`config.mk`:
```
export PLATFORM = sky130hd
export DESIGN_NAME = sast_axis
export DESIGN_NICKNAME = d
export VERILOG_FILES = /design/src/segment_aabb_slab_test_core_defines.svh /design/src/sast_pkg.sv /design/src/sast_axis.sv
export SDC_FILE = /design/constraint.sdc
export NUM_CORES = 1
export LEC_CHECK = 0
export BUFFER_PORTS_ARGS = -buffer_cell sky130_fd_sc_hd__buf_2
export CORE_MARGIN = 1
export CORE_UTILIZATION = 48
export CTS_BUF_LIST = sky130_fd_sc_hd__clkbuf_8
export DETAILED_ROUTE_END_ITERATION = 10
export HOLD_SLACK_MARGIN = 0.12
export PLACE_DENSITY = 0.84
export SYNTH_ARGS = -nofsm -noshare
export SYNTH_HDL_FRONTEND = slang
export SYNTH_SLANG_ARGS = --single-unit
```
`constraint.sdc`:
```
create_clock -name clk_i -period 2.3 [get_ports clk_i]
set_input_delay 0.23 -clock clk_i [delete_from_list [all_inputs] [get_ports clk_i]]
set_output_delay 0.23 -clock clk_i [all_outputs]
set_load 0.02 [all_outputs]
```
`src/segment_aabb_slab_test_core_defines.svh`:
```
// Assertion macros for the segment/box slab test core.
// Used by the RTL files that carry concurrent checks; expects clk_i and rst_ni in scope.
`ifndef SEGMENT_AABB_SLAB_TEST_CORE_DEFINES_SVH
`define SEGMENT_AABB_SLAB_TEST_CORE_DEFINES_SVH

// Check a property on every clock edge outside reset.
`define SAST_ASSERT(label, prop, msg) \
  label: assert property (@(posedge clk_i) disable iff (!rst_ni) (prop)) else $error(msg);

// Check a property on every clock edge, reset included.
`define SAST_ASSERT_ALWAYS(label, prop, msg) \
  label: assert property (@(posedge clk_i) (prop)) else $error(msg);

`endif

```
`src/sast_pkg.sv`:
```
// Shared constants and types for the segment/box slab test core.
// No dependencies.
`timescale 1ns / 1ps
`default_nettype none

package sast_pkg;

  localparam int unsigned CoordWidthDefault = 16;
  localparam int unsigned NumAxes           = 3;
  localparam int unsigned NumRegs           = 6;
  localparam int unsigned CfgIdxWidth       = 3;

  // Box after reset: every min +100.0 and every max -100.0 (empty).
  localparam int BoxMinReset = 25600;
  localparam int BoxMaxReset = -25600;

  localparam logic [CfgIdxWidth-1:0] REG_MIN_X = 3'd0;
  localparam logic [CfgIdxWidth-1:0] REG_MAX_X = 3'd1;
  localparam logic [CfgIdxWidth-1:0] REG_MIN_Y = 3'd2;
  localparam logic [CfgIdxWidth-1:0] REG_MAX_Y = 3'd3;
  localparam logic [CfgIdxWidth-1:0] REG_MIN_Z = 3'd4;
  localparam logic [CfgIdxWidth-1:0] REG_MAX_Z = 3'd5;

  // Per-axis status after the difference stage.
  typedef struct packed {
    logic par;     // segment parallel to this slab
    logic par_ok;  // start coordinate inside the slab, bounds included
  } axis_flags_t;

endpackage

`default_nettype wire

```
`src/sast_axis.sv`:
```
// Difference stage for one axis: direction length and entry/exit numerators.
// Depends on sast_pkg.
`timescale 1ns / 1ps
`default_nettype none

module sast_axis #(
  parameter int unsigned COORD_WIDTH = sast_pkg::CoordWidthDefault
) (
  input  wire                            clk_i,
  input  wire                            en_i,
  input  wire  signed [COORD_WIDTH-1:0]  s_i,
  input  wire  signed [COORD_WIDTH-1:0]  e_i,
  input  wire  signed [COORD_WIDTH-1:0]  bmin_i,
  input  wire  signed [COORD_WIDTH-1:0]  bmax_i,
  output logic signed [COORD_WIDTH:0]    d_o,
  output logic signed [COORD_WIDTH:0]    ent_o,
  output logic signed [COORD_WIDTH:0]    ext_o,
  output sast_pkg::axis_flags_t          flags_o
);
  import sast_pkg::*;

  logic signed [COORD_WIDTH:0] s_x, e_x, mn_x, mx_x;
  logic signed [COORD_WIDTH:0] d_d, ent_d, ext_d;
  logic                        fwd;
  axis_flags_t                 flags_d;

  always_comb begin
    s_x  = {s_i[COORD_WIDTH-1], s_i};
    e_x  = {e_i[COORD_WIDTH-1], e_i};
    mn_x = {bmin_i[COORD_WIDTH-1], bmin_i};
    mx_x = {bmax_i[COORD_WIDTH-1], bmax_i};
    fwd  = (e_i > s_i);
    if (fwd) begin
      d_d   = e_x - s_x;
      ent_d = mn_x - s_x;
      ext_d = mx_x - s_x;
    end else begin
      d_d   = s_x - e_x;
      ent_d = s_x - mx_x;
      ext_d = s_x - mn_x;
    end
    flags_d.par    = (e_i == s_i);
    flags_d.par_ok = (s_i >= bmin_i) && (s_i <= bmax_i);
  end

  always_ff @(posedge clk_i) begin
    if (en_i) begin
      d_o     <= d_d;
      ent_o   <= ent_d;
      ext_o   <= ext_d;
      flags_o <= flags_d;
    end
  end

endmodule

`default_nettype wire

```
==> results of run 1 <==
## Yosys cell counts (18+ instances only)
cell type / count / area, um2
ha_1: 96 / 1201
inv_1: 86 / 322.8
a21oi_1: 77 / 385.4
edfxtp_1: 53 / 1592
nor2_1: 52 / 195.2
o21ai_0: 49 / 245.2
nand2_1: 41 / 153.9
xnor2_1: 36 / 315.3
clkbuf_1: 29 / 108.9
mux2i_1: 25 / 250.2
a21o_1: 23 / 172.7
o21a_1: 23 / 172.7
xor2_1: 20 / 175.2
nor2b_1: 18 / 112.6
## repair_timing
item | in CTS | in global routing
resized for setup | 21 | 79
setup buffers | 8 | 9
pin swaps | 11 | 27
gates cloned | 2 | 2
endpoints found under the setup margin | 28 | 49
## cells by family after synthesis
| logic type | Yosys count | share of synthesized area |
|---|---|---|
| DFF | 53 | 0.2323 |
| muxes | 26 | 0.03817 |
| and+or+nand+nor | 186 | 0.1375 |
| xor gates and xnor gates | 56 | 0.07160 |
| AOI/OAI and AO/OA | 264 | 0.2493 |
| adders and majority gates | 102 | 0.1929 |
| buffers and inverters | 130 | 0.07817 |
## sequential cells by signal (all words and copies together), names as in the netlist
name,flops
d_o,17
ent_o,17
ext_o,17
flags_o,2
## final cells by class
| type | count | share of cell area |
|---|---|---|
| clock inverter | 2 | 0.003525 |
| tap | 180 | 0.02266 |
| sequential | 53 | 0.1601 |
| inverter | 86 | 0.03361 |
| clock buffer | 5 | 0.006923 |
| timing repair buffer | 345 | 0.2508 |
| multi-input combinational | 634 | 0.5224 |
## per-layer routing
layer,vias up,GRT usage,wire [um]
met5,-,0,0
met4,0,0.1327,1261
met3,105,0.04370,1883
met2,416,0.5220,11720
met1,3615,0.3907,9837
li1,3534,-,-
## final timing paths
check / to / depth (start not counted) / slack, ps / start
max: d_o[2]$_DFFE_PP_ / 11 / -160 / s_i[15]
min: d_o[0]$_DFFE_PP_ / 3 / 370 / e_i[0]
## power by group through the flow
stage	clock (mW)	combinational (mW)	sequential [mW]
floorplan	0	1.28	1.61
global placement	0	2.50	1.38
detailed placement	0	2.55	1.37
CTS	0.676	2.66	1.35
global route	0.717	3.14	1.37
finish	0.680	2.95	1.35
## worst max-delay path, delay by kind of cell
kind	cells	cell delay [ps]
buffers and inverters	4	520
and+or+nand+nor	2	560
adders and majority gates	1	400
AOI/OAI and AO/OA	2	460
muxes	1	260
xor gates and xnor gates	1	110
==> out/metrics.csv, run 1 <==
metric,value,unit
async_flop_share,0,
tns,-2191,ps
hold_ws,371.7,ps
worst_pin_slew,679.1,ps
p_leak,4.797,nW
dieArea,14750,um2
dp_cells,1278,
fin_crit_sh,1.071,
drive_gt1_frac,0.3778,
post_drt_via_cell_ratio,5.877,
grt_max_degree,31,
pre_cts_ws,-533.2,ps
p_sw,2.008,mW
max-clock-path-buffers,2,
clock-sinks,53,
die_h,121.5,um
numCtsBuffers,5,
hold_class,input port to flip-flop,
io_pins,119,
ant_nets,0,
pwr_density_cell,501.4,nW/um2
ys_types,65,
ys_warn_count,0,
fin_cells,1305,
critical_path.cell_chain,buf_2 > inv_1 > ha_1 > nand4_1 > nor4_4 > a21oi_2 > buf_4 > a41oi_4 > buf_8 > mux2i_1 > xor2_1,
power.internal,2.976,mW
wl,24700,um
worstPathArrival,2550,ps
h-tree-depth,2,
grt_pass1_wl,35220,um
vias,7670,
first_pass_iters,6,
crit_required,2380,ps
rsz0062_at_grt,true,
p_seq_frac,0.272,
synth_edf_count,53,
final_common_cell,buf_4,
drv_slew,0,
clkPwrFrac,0.136,
final_cell_mix,"buf_4, buf_2, ha_1",
hold_viol,0,
power.total,4.983,mW
fin_util,0.7161,
p_comb_frac,0.592,
syn_nets,985,
slowest_stage,ha_1,
min_period,2463,ps
grt-ovfl-total,0,
cts-root-buf,clkbuf_8,
wl_per_cell,18.93,um
finish.instance_area,9940,um2
regArea,1592,um2
area_growth,45.10,%
avgSynthCellArea,8.385,um2
nFillCells,1022,
ys_ff_latch,53,
worstPathMaxFanout,5,
dpl-instance-area,9120,um2
cp-end-kind,flip-flop,
setup_violations,39,
antenna_found_initial,0,
multi_input_area,5192,um2
drv_cap,0,
clk_pin_slew_worst_paths,100,ps
grt_pass1_vias,7214,
synth_ff_type,edfxtp_1,
chipWidth,121.5,um
violations,negative setup slack,
status,"complete, but fails checks",
first_iter_violations,911,
route.detailed.drc,0,
hold_buffers,0,
p_sw_frac,0.4029,
max_freq,406.0,MHz
globalplace.congestion,0.9837,
seq_area_frac_synth,0.2323,
syn_area,6850,um2
crit_path_start_kind,input port,
worst_path_largest_cell_delay,400,ps
core_area,13880,um2
antenna_cells,0,
track_usage,0.3091,
syn-instance-count,817,
finalWorstSetupSlack,-163.2,ps
layout.nets,1293,
path_class,input port to flip-flop,
initial_core_util,0.4935,
vdd_drop_max,0.2597,mV
tritoncts,built,
rows,43,
slew_headroom,0.5473,
portBuffers,118,
hpwl,17920,um
Power figures use the tool's default switching activity.
==> run 2: changes to the inputs <==
- SETUP_SLACK_MARGIN: not set -> 0.4
- SKIP_CTS_REPAIR_TIMING: not set -> 1
==> run 2 against run 1 <==
The flow still finishes with violations (negative setup slack). Via count decreased by 0.76%. Maximum frequency increased by 3.7%. Die area unchanged. Count of clock-buffer cells in the layout unchanged. Global-route usage decreased by 0.83 points. Clock power increased by 0.7%.
==> out/metrics.csv, run 2 (synthesis results as in run 1) <==
metric,value,unit,change
globalplace.congestion,0.9476,,was 0.9837
core_area,13880,um2,unchanged
setup_violations,10,,was 39
drv_slew,0,,unchanged
chipWidth,121.5,um,unchanged
pwr_density_cell,503.9,nW/um2,was 501.4 nW/um2
die_h,121.5,um,unchanged
first_pass_iters,6,,unchanged
cp-endpoint,d_o[10]$_DFFE_PP_,,was d_o[2]$_DFFE_PP_
violations,negative setup slack,,unchanged
clk_pin_slew_worst_paths,110,ps,was 100 ps
grt_pass1_wl,34200,um,was 35220 um
worstPathMaxFanout,4,,was 5
crit_required,2390,ps,was 2380 ps
numCtsBuffers,5,,unchanged
wl_per_cell,19.21,um,was 18.93 um
vdd_drop_max,0.3588,mV,was 0.2597 mV
worst_pin_slew,406.8,ps,was 679.1 ps
antenna_cells,0,,unchanged
drive_gt1_frac,0.4138,,was 0.3778
first_iter_violations,804,,was 911
hpwl,18210,um,was 17920 um
tns,-381.5,ps,was -2191 ps
p_seq_frac,0.266,,was 0.272
route.detailed.drc,0,,unchanged
min_period,2376,ps,was 2463 ps
track_usage,0.3008,,was 0.3091
cp-end-kind,flip-flop,,unchanged
vias,7612,,was 7670
ant_nets,0,,unchanged
p_leak,4.785,nW,was 4.797 nW
post_drt_via_cell_ratio,5.860,,was 5.877
rsz0062_at_grt,true,,unchanged
power.internal,3.026,mW,was 2.976 mW
wl,24960,um,was 24700 um
crit_path_start_kind,input port,,unchanged
clock-sinks,53,,unchanged
grt_pass1_vias,6910,,was 7214
portBuffers,118,,unchanged
layout.nets,1286,,was 1293
antenna_found_initial,0,,unchanged
fin_crit_sh,1.033,,was 1.071
worstPathArrival,2470,ps,was 2550 ps
clkPwrFrac,0.134,,was 0.136
top_regs,"d_o x17, ent_o x17, ext_o x17",,unchanged
max-clock-path-buffers,2,,unchanged
status,"complete, but fails checks",,unchanged
min_from,en_i,,was e_i[0]
max_freq,420.8,MHz,was 406.0 MHz
final_common_cell,buf_4,,unchanged
final_cell_mix,"buf_4, buf_2, inv_1",,"was buf_4, buf_2, ha_1"
dieArea,14750,um2,unchanged
critPathLaunch,s_i[1],,was s_i[15]
slew_headroom,0.7254,,was 0.5473
hold_viol,0,,unchanged
initial_core_util,0.4935,,unchanged
hold_ws,333.9,ps,was 371.7 ps
fin_util,0.7285,,was 0.7161
grt-ovfl-total,0,,unchanged
hold_class,input port to flip-flop,,unchanged
finalWorstSetupSlack,-76.17,ps,was -163.2 ps
p_sw_frac,0.4061,,was 0.4029
area_growth,47.62,%,was 45.10%
io_pins,119,,unchanged
drv_cap,0,,unchanged
cts-root-buf,clkbuf_8,,unchanged
path_class,input port to flip-flop,,unchanged
rows,43,,unchanged
grt_max_degree,27,,was 31
tritoncts,built,,unchanged
p_comb_frac,0.600,,was 0.592
h-tree-depth,2,,unchanged
p_sw,2.069,mW,was 2.008 mW
run 2: cell count changes in the layout (fill, tap and decap cells not counted), sizes merged:
cell	delta
buf	-6
bufbuf	-1
inv	+1
run 2: routing by layer:
layer | part of all wire | track usage | wire [um] | up-vias
met3 | 0.070 | 0.03524 | 1736 | 111
met5 | 0 | 0 | 0 | -
met1 | 0.40 | 0.3833 | 9889 | 3546
met4 | 0.048 | 0.1242 | 1209 | 0
li1 | - | - | - | 3518
met2 | 0.49 | 0.5121 | 12120 | 437
run 2: how the worst min path moves through the flow:
stage,to,slack [ps],cells after the start
2_1_floorplan,d_o[0]$_DFFE_PP_,340,0
3_3_place_gp,ext_o[4],670,1
3_5_place_dp,ext_o[4],670,1
4_1_cts,ent_o[13]$_DFFE_PP_,330,1
5_1_grt,ent_o[13]$_DFFE_PP_,330,1
6_report,ent_o[13]$_DFFE_PP_,330,1
run 2: layout make-up:
| type | instances | area (um2) |
|---|---|---|
| Multi-Input combinational cell | 634 | 5413 |
| Timing Repair Buffer | 338 | 2442 |
| Inverter | 86 | 329.1 |
| Sequential cell | 53 | 1592 |
| Clock buffer | 5 | 68.82 |
| Clock inverter | 3 | 42.54 |
| Fill cell | 1001 | 3769 |
| Tap cell | 180 | 225.2 |
run 2: critical path: stages:
cell	delay (ps)
buf_8	80
clkinvlp_4	110
buf_12	160
ha_4	260
nand4_1	160
nor4_4	280
a21oi_2	130
buf_4	160
a41oi_4	280
buf_6	140
buf_6	120
mux2i_1	260
xnor2_1	90
run 2: stage by stage:
stage               total power, mW  worst slack (ps)  cell area (um2)  instances
detailed placement            3.948            -563.7             9112       1271
global route                  5.325            -100.9            10110       1299
CTS                           4.640            -255.5             9224       1279
global placement              3.894            -516.6             9112       1271
floorplan                     2.896            -109.0             6968        817
finish                        5.095            -76.17            10110       1299
run 2: power groups by stage:
stage | combinational [mW] | clock (mW) | sequential (mW)
floorplan | 1.29 | 0 | 1.61
global placement | 2.52 | 0 | 1.38
detailed placement | 2.57 | 0 | 1.38
CTS | 2.59 | 0.691 | 1.36
global route | 3.23 | 0.723 | 1.37
finish | 3.06 | 0.685 | 1.35
==> run 3: changes to the inputs <==
- ABC_AREA: not set -> 1
- PLACE_DENSITY: 0.84 -> 0.83
==> run 3 against run 2 <==
The run now ends clean. Clock power is 8.9% lower. Sequential cell count stayed put. Area after synthesis is 19% higher. Setup slack better by 410 ps. Sequential power hardly changed. Cell count is 39% higher. Combinational power is 5% higher. Non-clock buffer count is 52 lower. Count of clock-buffer cells in the layout stayed put. Utilization is 6.9 points lower. First-iteration DRC count is 22% higher. Critical path type unchanged. Critical endpoint is now ext_o[5]$_DFFE_PP_.
==> out/metrics.csv, run 3 <==
metric,value,unit,change
avgSynthCellArea,6.083,um2,was 8.385 um2
syn_nets,1511,,was 985
finalWorstSetupSlack,335.9,ps,was -76.17 ps
core_area,16580,um2,was 13880 um2
tns,0,ps,was -381.5 ps
slew_headroom,0.5342,,was 0.7254
synth_ff_type,edfxtp_1,,unchanged
pwr_density_cell,476.0,nW/um2,was 503.9 nW/um2
dp_cells,1778,,was 1271
drv_cap,0,,unchanged
route.detailed.drc,0,,unchanged
cpMostUsedCell,nand2_2,,was buf_6
max_freq,509.1,MHz,was 420.8 MHz
track_usage,0.3256,,was 0.3008
finish.instance_area,10930,um2,was 10110 um2
die_h,132.5,um,was 121.5 um
hold_ws,426.3,ps,was 333.9 ps
ys_warn_count,0,,unchanged
final_cell_mix,"nand2_1, inv_1, buf_4",,"was buf_4, buf_2, inv_1"
h-tree-depth,2,,unchanged
layout.nets,1754,,was 1286
hold_class,input port to flip-flop,,unchanged
clock-sinks,53,,unchanged
worstPathMaxFanout,7,,was 4
tritoncts,built,,unchanged
grt_pass1_wl,44110,um,was 34200 um
fin_cells,1807,,was 1299
hold_viol,0,,unchanged
critical_path.cell_chain,buf_8 > inv_4 > ha_4 > fa_2 > inv_2 > nand2_2 > nand2_2 > nand2_2 > nand2_2 > nand2_2 > nand2_4 > nand2_8 > buf_12 > buf_4 > nand4_1 > nand2_1,,was buf_8 > clkinvlp_4 > buf_12 > ha_4 > nand4_1 > nor4_4 > a21oi_2 > buf_4 > a41oi_4 > buf_6 > buf_6 > mux2i_1 > xnor2_1
slowest_stage,fa_2,,was nor4_4
first_pass_iters,6,,unchanged
ys_types,31,,was 65
antenna_found_initial,0,,unchanged
ant_nets,0,,unchanged
final_common_cell,nand2_1,,was buf_4
synth_edf_count,53,,unchanged
vias,9575,,was 7612
dieArea,17540,um2,was 14750 um2
seq_area_frac_synth,0.1948,,was 0.2323
hpwl,24160,um,was 18210 um
pre_cts_ws,-181.3,ps,was -563.7 ps
vdd_drop_max,0.3658,mV,was 0.3588 mV
crit_required,2410,ps,was 2390 ps
path_class,input port to flip-flop,,unchanged
syn_area,8169,um2,was 6850 um2
antenna_cells,0,,unchanged
rsz0062_at_grt,true,,unchanged
worst_path_largest_cell_delay,400,ps,was 280 ps
top_regs,"d_o x17, ent_o x17, ext_o x17",,unchanged
worst_pin_slew,698.7,ps,was 406.8 ps
yosys.area.top_type_share,0.2394,,was 0.2323
area_growth,33.79,%,was 47.62%
routedLengthMet1,13290,um,was 9889 um
post_drt_via_cell_ratio,5.299,,was 5.860
worstPathArrival,2070,ps,was 2470 ps
cts-root-buf,clkbuf_8,,unchanged
io_pins,119,,unchanged
drive_gt1_frac,0.2716,,was 0.4138
power.total,5.203,mW,was 5.095 mW
syn-instance-count,1343,,was 817
crit_path_start_kind,input port,,unchanged
wl,31030,um,was 24960 um
chipWidth,132.5,um,was 121.5 um
numCtsBuffers,5,,unchanged
grt_pass1_vias,8399,,was 6910
max-clock-path-buffers,2,,unchanged
fin_crit_sh,0.8539,,was 1.033
status,completed,,"was complete, but fails checks"
globalplace.congestion,1.008,,was 0.9476
rows,47,,was 43
setup_violations,0,,was 10
portBuffers,118,,unchanged
initial_core_util,0.4926,,was 0.4935
synth_most_common_cell,nand2_1,,was ha_1
async_flop_share,0,,unchanged
cp-end-kind,flip-flop,,unchanged
grt_max_degree,33,,was 27
grt-ovfl-total,0,,unchanged
wl_met3,2879,um,was 1736 um
p_leak,6.300,nW,was 4.785 nW
wl_per_cell,17.17,um,was 19.21 um
synth_area_leaders,"nand2_1, edfxtp_1, ha_1",,"was edfxtp_1, ha_1, a21oi_1"
met2WireLength,13830,um,was 12120 um
min_period,1964,ps,was 2376 ps
dpl-instance-area,9951,um2,was 9112 um2
drv_slew,0,,unchanged
routed.top_layer,met4,,unchanged
ys_top_cells_by_count,"nand2_1, inv_1, ha_1",,"was ha_1, inv_1, a21oi_1"
ys_ff_latch,53,,unchanged
synth_largest_area_cell,nand2_1,,was edfxtp_1
fin_util,0.6590,,was 0.7285
clk_pin_slew_worst_paths,120,ps,was 110 ps
first_iter_violations,981,,was 804
==> run 3: changes by cell type after synthesis, moves of 17 or more <==
cell / delta
nand2_1: +480
nand4_1: +57
nor2b_1: -18
mux2i_1: -25
xor2_1: +17
xnor2_1: -30
o21ai_0: -25
inv_1: +151
o21a_1: -23
nand3_1: +73
==> run 3: worst paths after layout <==
path	from	endpoint	slack, ps	cells past startpoint
max	e_i[0]	ext_o[5]$_DFFE_PP_	340	16
min	e_i[0]	d_o[0]$_DFFE_PP_	430	4
==> run 3: cell type report <==
cell class	count	area, um2
flip-flops and latches	53	1592
clock inverters	3	22.52
fillers	1542	5654
well taps	220	275.3
repair buffers	286	2106
inverters	245	929.6
multi-input cells	995	5936
clock buffers	5	68.82
==> run 3: cells by family after synthesis <==
kind of cell,share of synthesized area
compound gates,0.06801
xor+xnor,0.04610
fa+ha+maj,0.1617
buf+inv,0.1447
flops,0.1948
simple gates,0.3846
==> run 3: critical path: cells and delay by family <==
kind / cells / cell delay, ps
buffers and inverters: 5 / 500
AND/OR/NAND/NOR: 9 / 770
adder cells (fa/ha/maj): 2 / 560
==> run 3: power breakdown <==
part | internal, mW | switching [mW] | total (mW) | leakage, nW
sequential | 1.31 | 0.0470 | 1.36 | 0.516
combinational | 1.27 | 1.95 | 3.22 | 5.74
clock | 0.218 | 0.406 | 0.624 | 0.0481
total | 2.80 | 2.40 | 5.20 | 6.30
==> run 3: metal layers <==
layer  GRT usage  up-vias
met5           0        -
met4     0.08748        0
met3     0.04023       70
met2      0.5202      507
met1      0.4613     4295
li1            -     4703
